<file path="src/design/spq_pkg.sv">
`default_nettype none
// ----------------------------------------------------------------------------
// Sorted priority queue package
// Beat types, command and status codes, and default sizes shared by the
// queue core and its cells.
// ----------------------------------------------------------------------------
package spq_pkg;

  localparam int DEFAULT_CAPACITY      = 16;
  localparam int DEFAULT_PAYLOAD_WIDTH = 32;

  localparam logic [1:0] CMD_INSERT = 2'd0;
  localparam logic [1:0] CMD_REMOVE = 2'd1;
  localparam logic [1:0] CMD_CLEAR  = 2'd2;

  localparam logic [1:0] ST_OK    = 2'd0;
  localparam logic [1:0] ST_EMPTY = 2'd1;
  localparam logic [1:0] ST_FULL  = 2'd2;

  typedef struct packed {
    logic [1:0]          cmd;
    logic signed [31:0]  rank;
    logic [31:0]         payload;
  } spq_in_t;

  typedef struct packed {
    logic [1:0]          status;
    logic signed [31:0]  removed_rank;
    logic [31:0]         removed_payload;
    logic signed [31:0]  front_rank;
    logic [31:0]         front_payload;
    logic signed [31:0]  tail_rank;
    logic [31:0]         tail_payload;
    logic [4:0]          occupancy;
  } spq_out_t;

  // Operation broadcast to every cell of the chain.
  typedef struct packed {
    logic                ins;
    logic                rem;
    logic                clr;
    logic signed [31:0]  rank;
  } spq_cell_ctrl_t;

endpackage
`default_nettype wire

</file>
<file path="src/design/spq_cell.sv">
`default_nettype none
// ----------------------------------------------------------------------------
// Sorted priority queue cell
// Holds one entry. On insert it keeps its entry, takes the new one or takes
// its left neighbor's; on remove it takes the right one's; clear empties it.
// ----------------------------------------------------------------------------
module spq_cell
  import spq_pkg::*;
#(
  parameter int PAYLOAD_WIDTH = DEFAULT_PAYLOAD_WIDTH
) (
  input  wire logic                     clk,
  input  wire logic                     rst_n,
  input  wire spq_cell_ctrl_t           ctrl,
  input  wire logic [PAYLOAD_WIDTH-1:0] new_payload,
  input  wire logic                     left_keep,
  input  wire logic                     left_valid,
  input  wire logic signed [31:0]       left_rank,
  input  wire logic [PAYLOAD_WIDTH-1:0] left_payload,
  input  wire logic                     right_valid,
  input  wire logic signed [31:0]       right_rank,
  input  wire logic [PAYLOAD_WIDTH-1:0] right_payload,
  output logic                          keep,
  output logic                          valid,
  output logic signed [31:0]            rank,
  output logic [PAYLOAD_WIDTH-1:0]      payload
);

  logic                     valid_r, valid_nxt;
  logic signed [31:0]       rank_r, rank_nxt;
  logic [PAYLOAD_WIDTH-1:0] payload_r, payload_nxt;

  // Entries of greater or equal rank stay ahead of a new insert.
  assign keep = valid_r && (rank_r >= ctrl.rank);

  always_comb begin
    valid_nxt   = valid_r;
    rank_nxt    = rank_r;
    payload_nxt = payload_r;
    if (ctrl.clr) begin
      valid_nxt = 1'b0;
    end else if (ctrl.ins && !keep) begin
      if (left_keep) begin
        valid_nxt   = 1'b1;
        rank_nxt    = ctrl.rank;
        payload_nxt = new_payload;
      end else begin
        valid_nxt   = left_valid;
        rank_nxt    = left_rank;
        payload_nxt = left_payload;
      end
    end else if (ctrl.rem) begin
      valid_nxt   = right_valid;
      rank_nxt    = right_rank;
      payload_nxt = right_payload;
    end
  end

  always_ff @(posedge clk) begin
    if (!rst_n) begin
      valid_r <= 1'b0;
    end else begin
      valid_r <= valid_nxt;
    end
  end

  always_ff @(posedge clk) begin
    rank_r    <= rank_nxt;
    payload_r <= payload_nxt;
  end

  assign valid   = valid_r;
  assign rank    = rank_r;
  assign payload = payload_r;

endmodule
`default_nettype wire

</file>
<file path="src/design/sorted_priority_queue_core.sv">
`default_nettype none
// ----------------------------------------------------------------------------
// Sorted priority queue core
// Bounded queue kept sorted by signed rank in a chain of shifting cells.
// ----------------------------------------------------------------------------
// A result beat passes through the pending stage and then the output stage.
// Throughput: one command per cycle while the input is not stalled; the cell chain updates as each command is accepted.
// The input stalls only while a finished result waits on a stalled output.
// Reset clears the cell valid bits, the entry count and both result stages;
// the entry storage itself is not reset.
// ----------------------------------------------------------------------------
module sorted_priority_queue_core
  import spq_pkg::*;
#(
  parameter int CAPACITY      = DEFAULT_CAPACITY,
  parameter int PAYLOAD_WIDTH = DEFAULT_PAYLOAD_WIDTH
) (
  input  wire logic     clk,
  input  wire logic     rst_n,
  input  wire logic     in_valid,
  output logic          in_stall,
  input  wire spq_in_t  in_data,
  output logic          out_valid,
  input  wire logic     out_stall,
  output spq_out_t      out_data
);

  localparam int CNT_W = $clog2(CAPACITY + 1);

  logic                     valid_w [CAPACITY];
  logic                     keep_w  [CAPACITY];
  logic signed [31:0]       rank_w  [CAPACITY];
  logic [PAYLOAD_WIDTH-1:0] pay_w   [CAPACITY];

  spq_cell_ctrl_t           ctrl;
  logic [PAYLOAD_WIDTH-1:0] new_pay;
  logic                     accept, empty, full, move;

  logic [CNT_W-1:0] count_r, count_nxt;

  logic               pend_r, pend_nxt;
  logic [1:0]         pend_status_r, pend_status_nxt;
  logic signed [31:0] pend_rem_rank_r, pend_rem_rank_nxt;
  logic [31:0]        pend_rem_pay_r, pend_rem_pay_nxt;

  logic               out_valid_r, out_valid_nxt;
  spq_out_t           out_r, out_nxt;

  logic signed [31:0] tail_rank_c;
  logic [31:0]        tail_pay_c;

  assign move     = pend_r && (!out_valid_r || !out_stall);
  assign in_stall = pend_r && !move;
  assign accept   = in_valid && !in_stall;
  assign empty    = (count_r == '0);
  assign full     = (count_r == CNT_W'(CAPACITY));
  assign new_pay  = PAYLOAD_WIDTH'(in_data.payload);

  always_comb begin
    ctrl.ins  = accept && (in_data.cmd == CMD_INSERT) && !full;
    ctrl.rem  = accept && (in_data.cmd == CMD_REMOVE) && !empty;
    ctrl.clr  = accept && (in_data.cmd == CMD_CLEAR) && !empty;
    ctrl.rank = in_data.rank;
  end

  for (genvar i = 0; i < CAPACITY; i++) begin : g_cell
    logic                     l_keep, l_valid, r_valid;
    logic signed [31:0]       l_rank, r_rank;
    logic [PAYLOAD_WIDTH-1:0] l_pay, r_pay;

    if (i == 0) begin : g_head
      assign l_keep  = 1'b1;
      assign l_valid = 1'b0;
      assign l_rank  = '0;
      assign l_pay   = '0;
    end else begin : g_link_left
      assign l_keep  = keep_w[i-1];
      assign l_valid = valid_w[i-1];
      assign l_rank  = rank_w[i-1];
      assign l_pay   = pay_w[i-1];
    end

    if (i == CAPACITY - 1) begin : g_end
      assign r_valid = 1'b0;
      assign r_rank  = '0;
      assign r_pay   = '0;
    end else begin : g_link_right
      assign r_valid = valid_w[i+1];
      assign r_rank  = rank_w[i+1];
      assign r_pay   = pay_w[i+1];
    end

    spq_cell #(
      .PAYLOAD_WIDTH (PAYLOAD_WIDTH)
    ) u_cell (
      .clk           (clk),
      .rst_n         (rst_n),
      .ctrl          (ctrl),
      .new_payload   (new_pay),
      .left_keep     (l_keep),
      .left_valid    (l_valid),
      .left_rank     (l_rank),
      .left_payload  (l_pay),
      .right_valid   (r_valid),
      .right_rank    (r_rank),
      .right_payload (r_pay),
      .keep          (keep_w[i]),
      .valid         (valid_w[i]),
      .rank          (rank_w[i]),
      .payload       (pay_w[i])
    );
  end

  // The tail is the last valid cell; at most one cell sees that edge.
  always_comb begin
    logic is_tail;
    tail_rank_c = '0;
    tail_pay_c  = '0;
    for (int i = 0; i < CAPACITY; i++) begin
      if (i == CAPACITY - 1) begin
        is_tail = valid_w[i];
      end else begin
        is_tail = valid_w[i] && !valid_w[i+1];
      end
      if (is_tail) begin
        tail_rank_c = tail_rank_c | rank_w[i];
        tail_pay_c  = tail_pay_c | 32'(pay_w[i]);
      end
    end
  end

  always_comb begin
    count_nxt         = count_r;
    pend_nxt          = pend_r;
    pend_status_nxt   = pend_status_r;
    pend_rem_rank_nxt = pend_rem_rank_r;
    pend_rem_pay_nxt  = pend_rem_pay_r;
    if (move) begin
      pend_nxt = 1'b0;
    end
    if (accept) begin
      pend_nxt          = 1'b1;
      pend_status_nxt   = ST_OK;
      pend_rem_rank_nxt = '0;
      pend_rem_pay_nxt  = '0;
      case (in_data.cmd)
        CMD_INSERT: begin
          if (full) begin
            pend_status_nxt = ST_FULL;
          end else begin
            count_nxt = count_r + CNT_W'(1);
          end
        end
        CMD_REMOVE: begin
          if (empty) begin
            pend_status_nxt = ST_EMPTY;
          end else begin
            count_nxt         = count_r - CNT_W'(1);
            pend_rem_rank_nxt = rank_w[0];
            pend_rem_pay_nxt  = 32'(pay_w[0]);
          end
        end
        CMD_CLEAR: begin
          if (empty) begin
            pend_status_nxt = ST_EMPTY;
          end else begin
            count_nxt = '0;
          end
        end
        default: begin
          pend_status_nxt = ST_OK;
        end
      endcase
    end
  end

  // When the pending beat moves out, the cells and count already hold the
  // state that its command left behind.
  always_comb begin
    out_valid_nxt = out_valid_r;
    out_nxt       = out_r;
    if (move) begin
      out_valid_nxt           = 1'b1;
      out_nxt.status          = pend_status_r;
      out_nxt.removed_rank    = pend_rem_rank_r;
      out_nxt.removed_payload = pend_rem_pay_r;
      out_nxt.front_rank      = valid_w[0] ? rank_w[0] : '0;
      out_nxt.front_payload   = valid_w[0] ? 32'(pay_w[0]) : '0;
      out_nxt.tail_rank       = tail_rank_c;
      out_nxt.tail_payload    = tail_pay_c;
      out_nxt.occupancy       = 5'(count_r);
    end else if (!out_stall) begin
      out_valid_nxt = 1'b0;
    end
  end

  always_ff @(posedge clk) begin
    if (!rst_n) begin
      count_r     <= '0;
      pend_r      <= 1'b0;
      out_valid_r <= 1'b0;
    end else begin
      count_r     <= count_nxt;
      pend_r      <= pend_nxt;
      out_valid_r <= out_valid_nxt;
    end
  end

  always_ff @(posedge clk) begin
    pend_status_r   <= pend_status_nxt;
    pend_rem_rank_r <= pend_rem_rank_nxt;
    pend_rem_pay_r  <= pend_rem_pay_nxt;
    out_r           <= out_nxt;
  end

  assign out_valid = out_valid_r;
  assign out_data  = out_r;

endmodule
`default_nettype wire
</file>
<file path="config.mk">
export PLATFORM = sky130hd
export DESIGN_NAME = sorted_priority_queue_core
export DESIGN_NICKNAME = d
export VERILOG_FILES = /design/src/design/spq_pkg.sv /design/src/design/spq_cell.sv /design/src/design/sorted_priority_queue_core.sv
export SDC_FILE = /design/constraint.sdc
export NUM_CORES = 2
export LEC_CHECK = 0
export ABC_AREA = 1
export ABC_CLOCK_PERIOD_IN_PS = 18600
export BUFFER_PORTS_ARGS = -buffer_cell sky130_fd_sc_hd__buf_2
export CAP_MARGIN = 20
export CORE_MARGIN = 4
export CORE_UTILIZATION = 28
export CTS_CLUSTER_SIZE = 40
export DETAILED_ROUTE_END_ITERATION = 6
export PLACE_DENSITY = 0.4
export SLEW_MARGIN = 5
export SYNTH_ARGS = -nofsm -noshare
export SYNTH_HDL_FRONTEND = slang
export SYNTH_SLANG_ARGS = --single-unit
</file>
<file path="constraint.sdc">
create_clock -name clk -period 18.6 [get_ports clk]
set_input_delay 1.86 -clock clk [delete_from_list [all_inputs] [get_ports clk]]
set_output_delay 1.86 -clock clk [all_outputs]
set_load 0.005 [all_outputs]
</file>
==> summary.txt <==
Run status
  – Status: finished, final reports clean

Routing
  – DR vias: approximately 78000
  – Drt drc: 0
  – Routed Antenna Nets: 0
  – Final WL: ~470 mm
  – Avg WL per Cell: 35.2 um
  – DR vias/cell: ~5.8
  – DRT Pass-1 Iters: 6
  – DR iter-0 viols: around 12000

Placement
  – Dpl hpwl: 315 mm
  – Dpl ws: about 10000 ps
  – Placed Area: ~86000 um2
  – Routability cong.: slightly below 1
  – Port bufs: 270

Final layout
  – Share of post-route cells with drive strength above 1: 8.57%
  – Area Overhead vs Synth: 13.4%
  – Final Cell Area: slightly above 90000 um2
  – Final nets: 10100

Worst setup path
  – Crit-path slowest cell: clkinv_2
  – Critical Path End Type: flop
  – Top delay family on crit path: buffers and inverters
  – CP Data Arrival Time: between 8000 and 9000 ps
  – Crit path kind: primary input to flop
  – Startpoint types: primary input
  – Critical path cell sequence: buf_2 -> inv_1 -> buf_4 -> ha_1 -> nand2_1 -> inv_1 -> nand2_1 -> nand2_1 -> nand2_1 -> nand2_1 -> a21oi_1 -> nand4_1 -> nand3_1 -> nand2_4 -> nand2_4 -> buf_4 -> clkinv_2 -> buf_4 -> nor2_1 -> a21oi_1
  – Critical path data required time: between 15000 and 20000 ps
  – Bufs and invs on worst path: 7
  – CP peak stage delay: between 900 and 1000 ps
  – CP Max Fanout: between 50 and 60
  – Most common cell on crit path: nand2_1

Synth
  – Combinational family with the most area after synthesis: compound AO/OA/AOI/OAI gates
  – Netlist cell types: 51
  – Syn Inst Count: approximately 9400
  – Post-Synth Adder-Cell Area: between 8 and 9%
  – XOR/XNOR Fraction of Synth Area: less than 1%
  – Synth Register Bits: 1312
  – Syn_nets: roughly 10000
  – Synth Area in Simple Gates: ~18%
  – Top_reg_cell synth: edfxtp_1
  – Multiplexer share of the synthesized area: 0%
  – Syn_area_per_cell: ~8.5 um2
  – Post-synth EDFFs: around 1300
  – Asr flop ratio synth: 0%
  – Synth Area in Compound Gates: between 10% and 20%
  – Syn Std Cell Area: around 80000 um2
  – Synthesis Warnings: 0
  – Seq/Total Area, Yosys: 48.8%

GRT
  – GRT Residual Overflow: 0
  – First-pass GRT wire length: 630 mm
  – Total GRT Usage: between 30% and 40%
  – Vias in the first global route: ~70000
  – Initial antenna violation count: 65
  – Pin count of the biggest net entering global routing: approximately 140

Floorplan
  – Die area: approximately 300000 um2
  – IO Count: ~270
  – Die width: 544 um
  – Initial cell density of the core: 28.1%
  – Die height: approximately 540 um
  – Num rows: approximately 200
  – Core area: approximately 290000 um2

CTS
  – Htree depth: 4
  – Root Driver: clkbuf_16
  – Clock Pin Slew Worst Setup and Hold Paths: 60 ps
  – Number of buffers created by CTS: 173
  – Cts-stage hold buffer count: 0
  – CTS tree: done
  – Clock sink total: approximately 1300
  – # Post-CTS Setup Buffers: 0
  – Resize count post-CTS: 0
  – Clock tree buffer depth: 4
  – Clock Latency Late Sink: 880 ps

Flow run
  – Max_cap viols: 0

Timing
  – Unrepaired setup endpoints after global routing: no
  – Final hold vios: 0
  – Final setup viols: 0
  – Period Utilization, post-route: 41.6%
  – Setup TNS: 0 ps
  – Slew Limit Headroom: 13.6%
  – Min Tclk post-route: approximately 7700 ps
  – Final Slew Violations: 0
  – Skew final: 47.1 ps
  – Achievable Freq: ~130 MHz
  – Final setup margin: ~11000 ps
  – Worst-Margin Slew: about 1300 ps

Power and ir drop
  – P_leak: ~36 nW
  – Peak supply drop: 0.0000564 V
  – P per Cell Area: ~95 nW/um2

Min path
  – Worst hold path type: flop to flop
[kinds of logic after synthesis]
family | after synthesis
flops | 1312
fa+ha+maj | 520
compound gates | 2664
xor+xnor | 2
simple gates | 3546
buf+inv | 1378
[registers in the layout, summed over array words and instances, names as in the netlist]
name,count
count_r,5
pend_r,1
out_data,199
g_cell.u_cell.payload,512
g_cell.u_cell.rank,512
pend_rem_pay_r,32
pend_rem_rank_r,32
pend_status_r,2
out_valid,1
g_cell.u_cell.valid,16
[metrics by stage]
step / power [mW] / instances / hold slack [ps] / utilization, %
2_1_floorplan: 4.44 / 9422 / 400 / -
3_3_place_gp: 5.19 / 13000 / 401 / 29.9
3_5_place_dp: 5.20 / 13000 / 405 / 30.0
4_1_cts: 8.58 / 13300 / 417 / 31.9
5_1_grt: 8.84 / 13400 / 424 / 31.9
6_report: 8.61 / 13400 / 417 / 31.9
[power by group]
group	leakage (nW)	internal (mW)	switching (mW)
Sequential	12.2	3.52	0.202
Clock	2.65	1.95	1.45
Combinational	21.3	0.351	1.13
[synthesized netlist by cell type (all sizes together) (36+ instances only)]
library cell	count	area share, %
o21ai	756	4.7
nand3	243	1.5
ha	519	8.1
inv	764	3.6
nand2	2380	11
buf	321	2.3
o22ai	64	0.50
a221oi	133	1.5
clkbuf	285	1.3
o211ai	100	0.93
o21a	36	0.34
a21oi	1448	9.0
nand4	95	0.74
nor2	785	3.7
edfxtp	1289	48
[path summary, 6_finish.rpt]
check / startpoint / to / cells past startpoint / slack, ps
min: pend_rem_rank_r[5]$_SDFFCE_PP0P_ / out_data[170]$_DFFE_PP_ / 0 / 420
max reg2reg: g_cell[4].u_cell.rank[31]$_DFFE_PP_ / g_cell[4].u_cell.payload[22]$_DFFE_PP_ / 18 / 12110
min reg2reg: pend_rem_rank_r[5]$_SDFFCE_PP0P_ / out_data[170]$_DFFE_PP_ / 0 / 420
max: in_data[42] / g_cell[4].u_cell.payload[22]$_DFFE_PP_ / 20 / 10860
[routing by layer]
| metal | up-vias | part of all wire (%) | track usage, % |
|---|---|---|---|
| met5 | - | 0.031 | 0 |
| met4 | 22 | 4.7 | 13.2 |
| met3 | 977 | 12 | 9.66 |
| met2 | 5432 | 42 | 44.5 |
| met1 | 38500 | 41 | 41.7 |
| li1 | 32900 | - | - |
[layout by cell type (no fill, tap or decap), types with 14 or more instances in the layout]
cell type | synthesis | final
inv_1 | 741 | 737
buf_4 | 84 | 193
diode_2 | 0 | 38
o21a_1 | 36 | 36
clkinv_2 | 0 | 46
nand4_1 | 95 | 95
edfxtp_1 | 1289 | 1289
a211oi_1 | 26 | 26
clkbuf_1 | 284 | 39
bufinv_16 | 0 | 14
a21oi_4 | 0 | 17
o211ai_1 | 100 | 100
o21ai_0 | 685 | 685
nor2_1 | 782 | 769
o22ai_1 | 64 | 64
a2111oi_0 | 27 | 24
o2111ai_1 | 15 | 15
clkbuf_16 | 0 | 179
dfxtp_1 | 23 | 19
a221oi_1 | 133 | 133
o21ai_1 | 71 | 71
a32o_1 | 16 | 16
nand2_1 | 2354 | 2344
buf_2 | 196 | 270
a21oi_1 | 1448 | 1431
ha_1 | 519 | 519
clkinv_1 | 8 | 30
nand2_4 | 2 | 25
nand3_1 | 241 | 240
[layout make-up]
type,instances,area (um2)
clock buffers,220,4650
fillers,30100,194000
repair buffers,469,2910
clock inverters,82,756
inverters,772,2950
flip-flops and latches,1312,39200
well taps,3762,4710
diodes,38,95.1
multi-input cells,6732,35800
No activity file was read; power rests on OpenSTA's default activity.
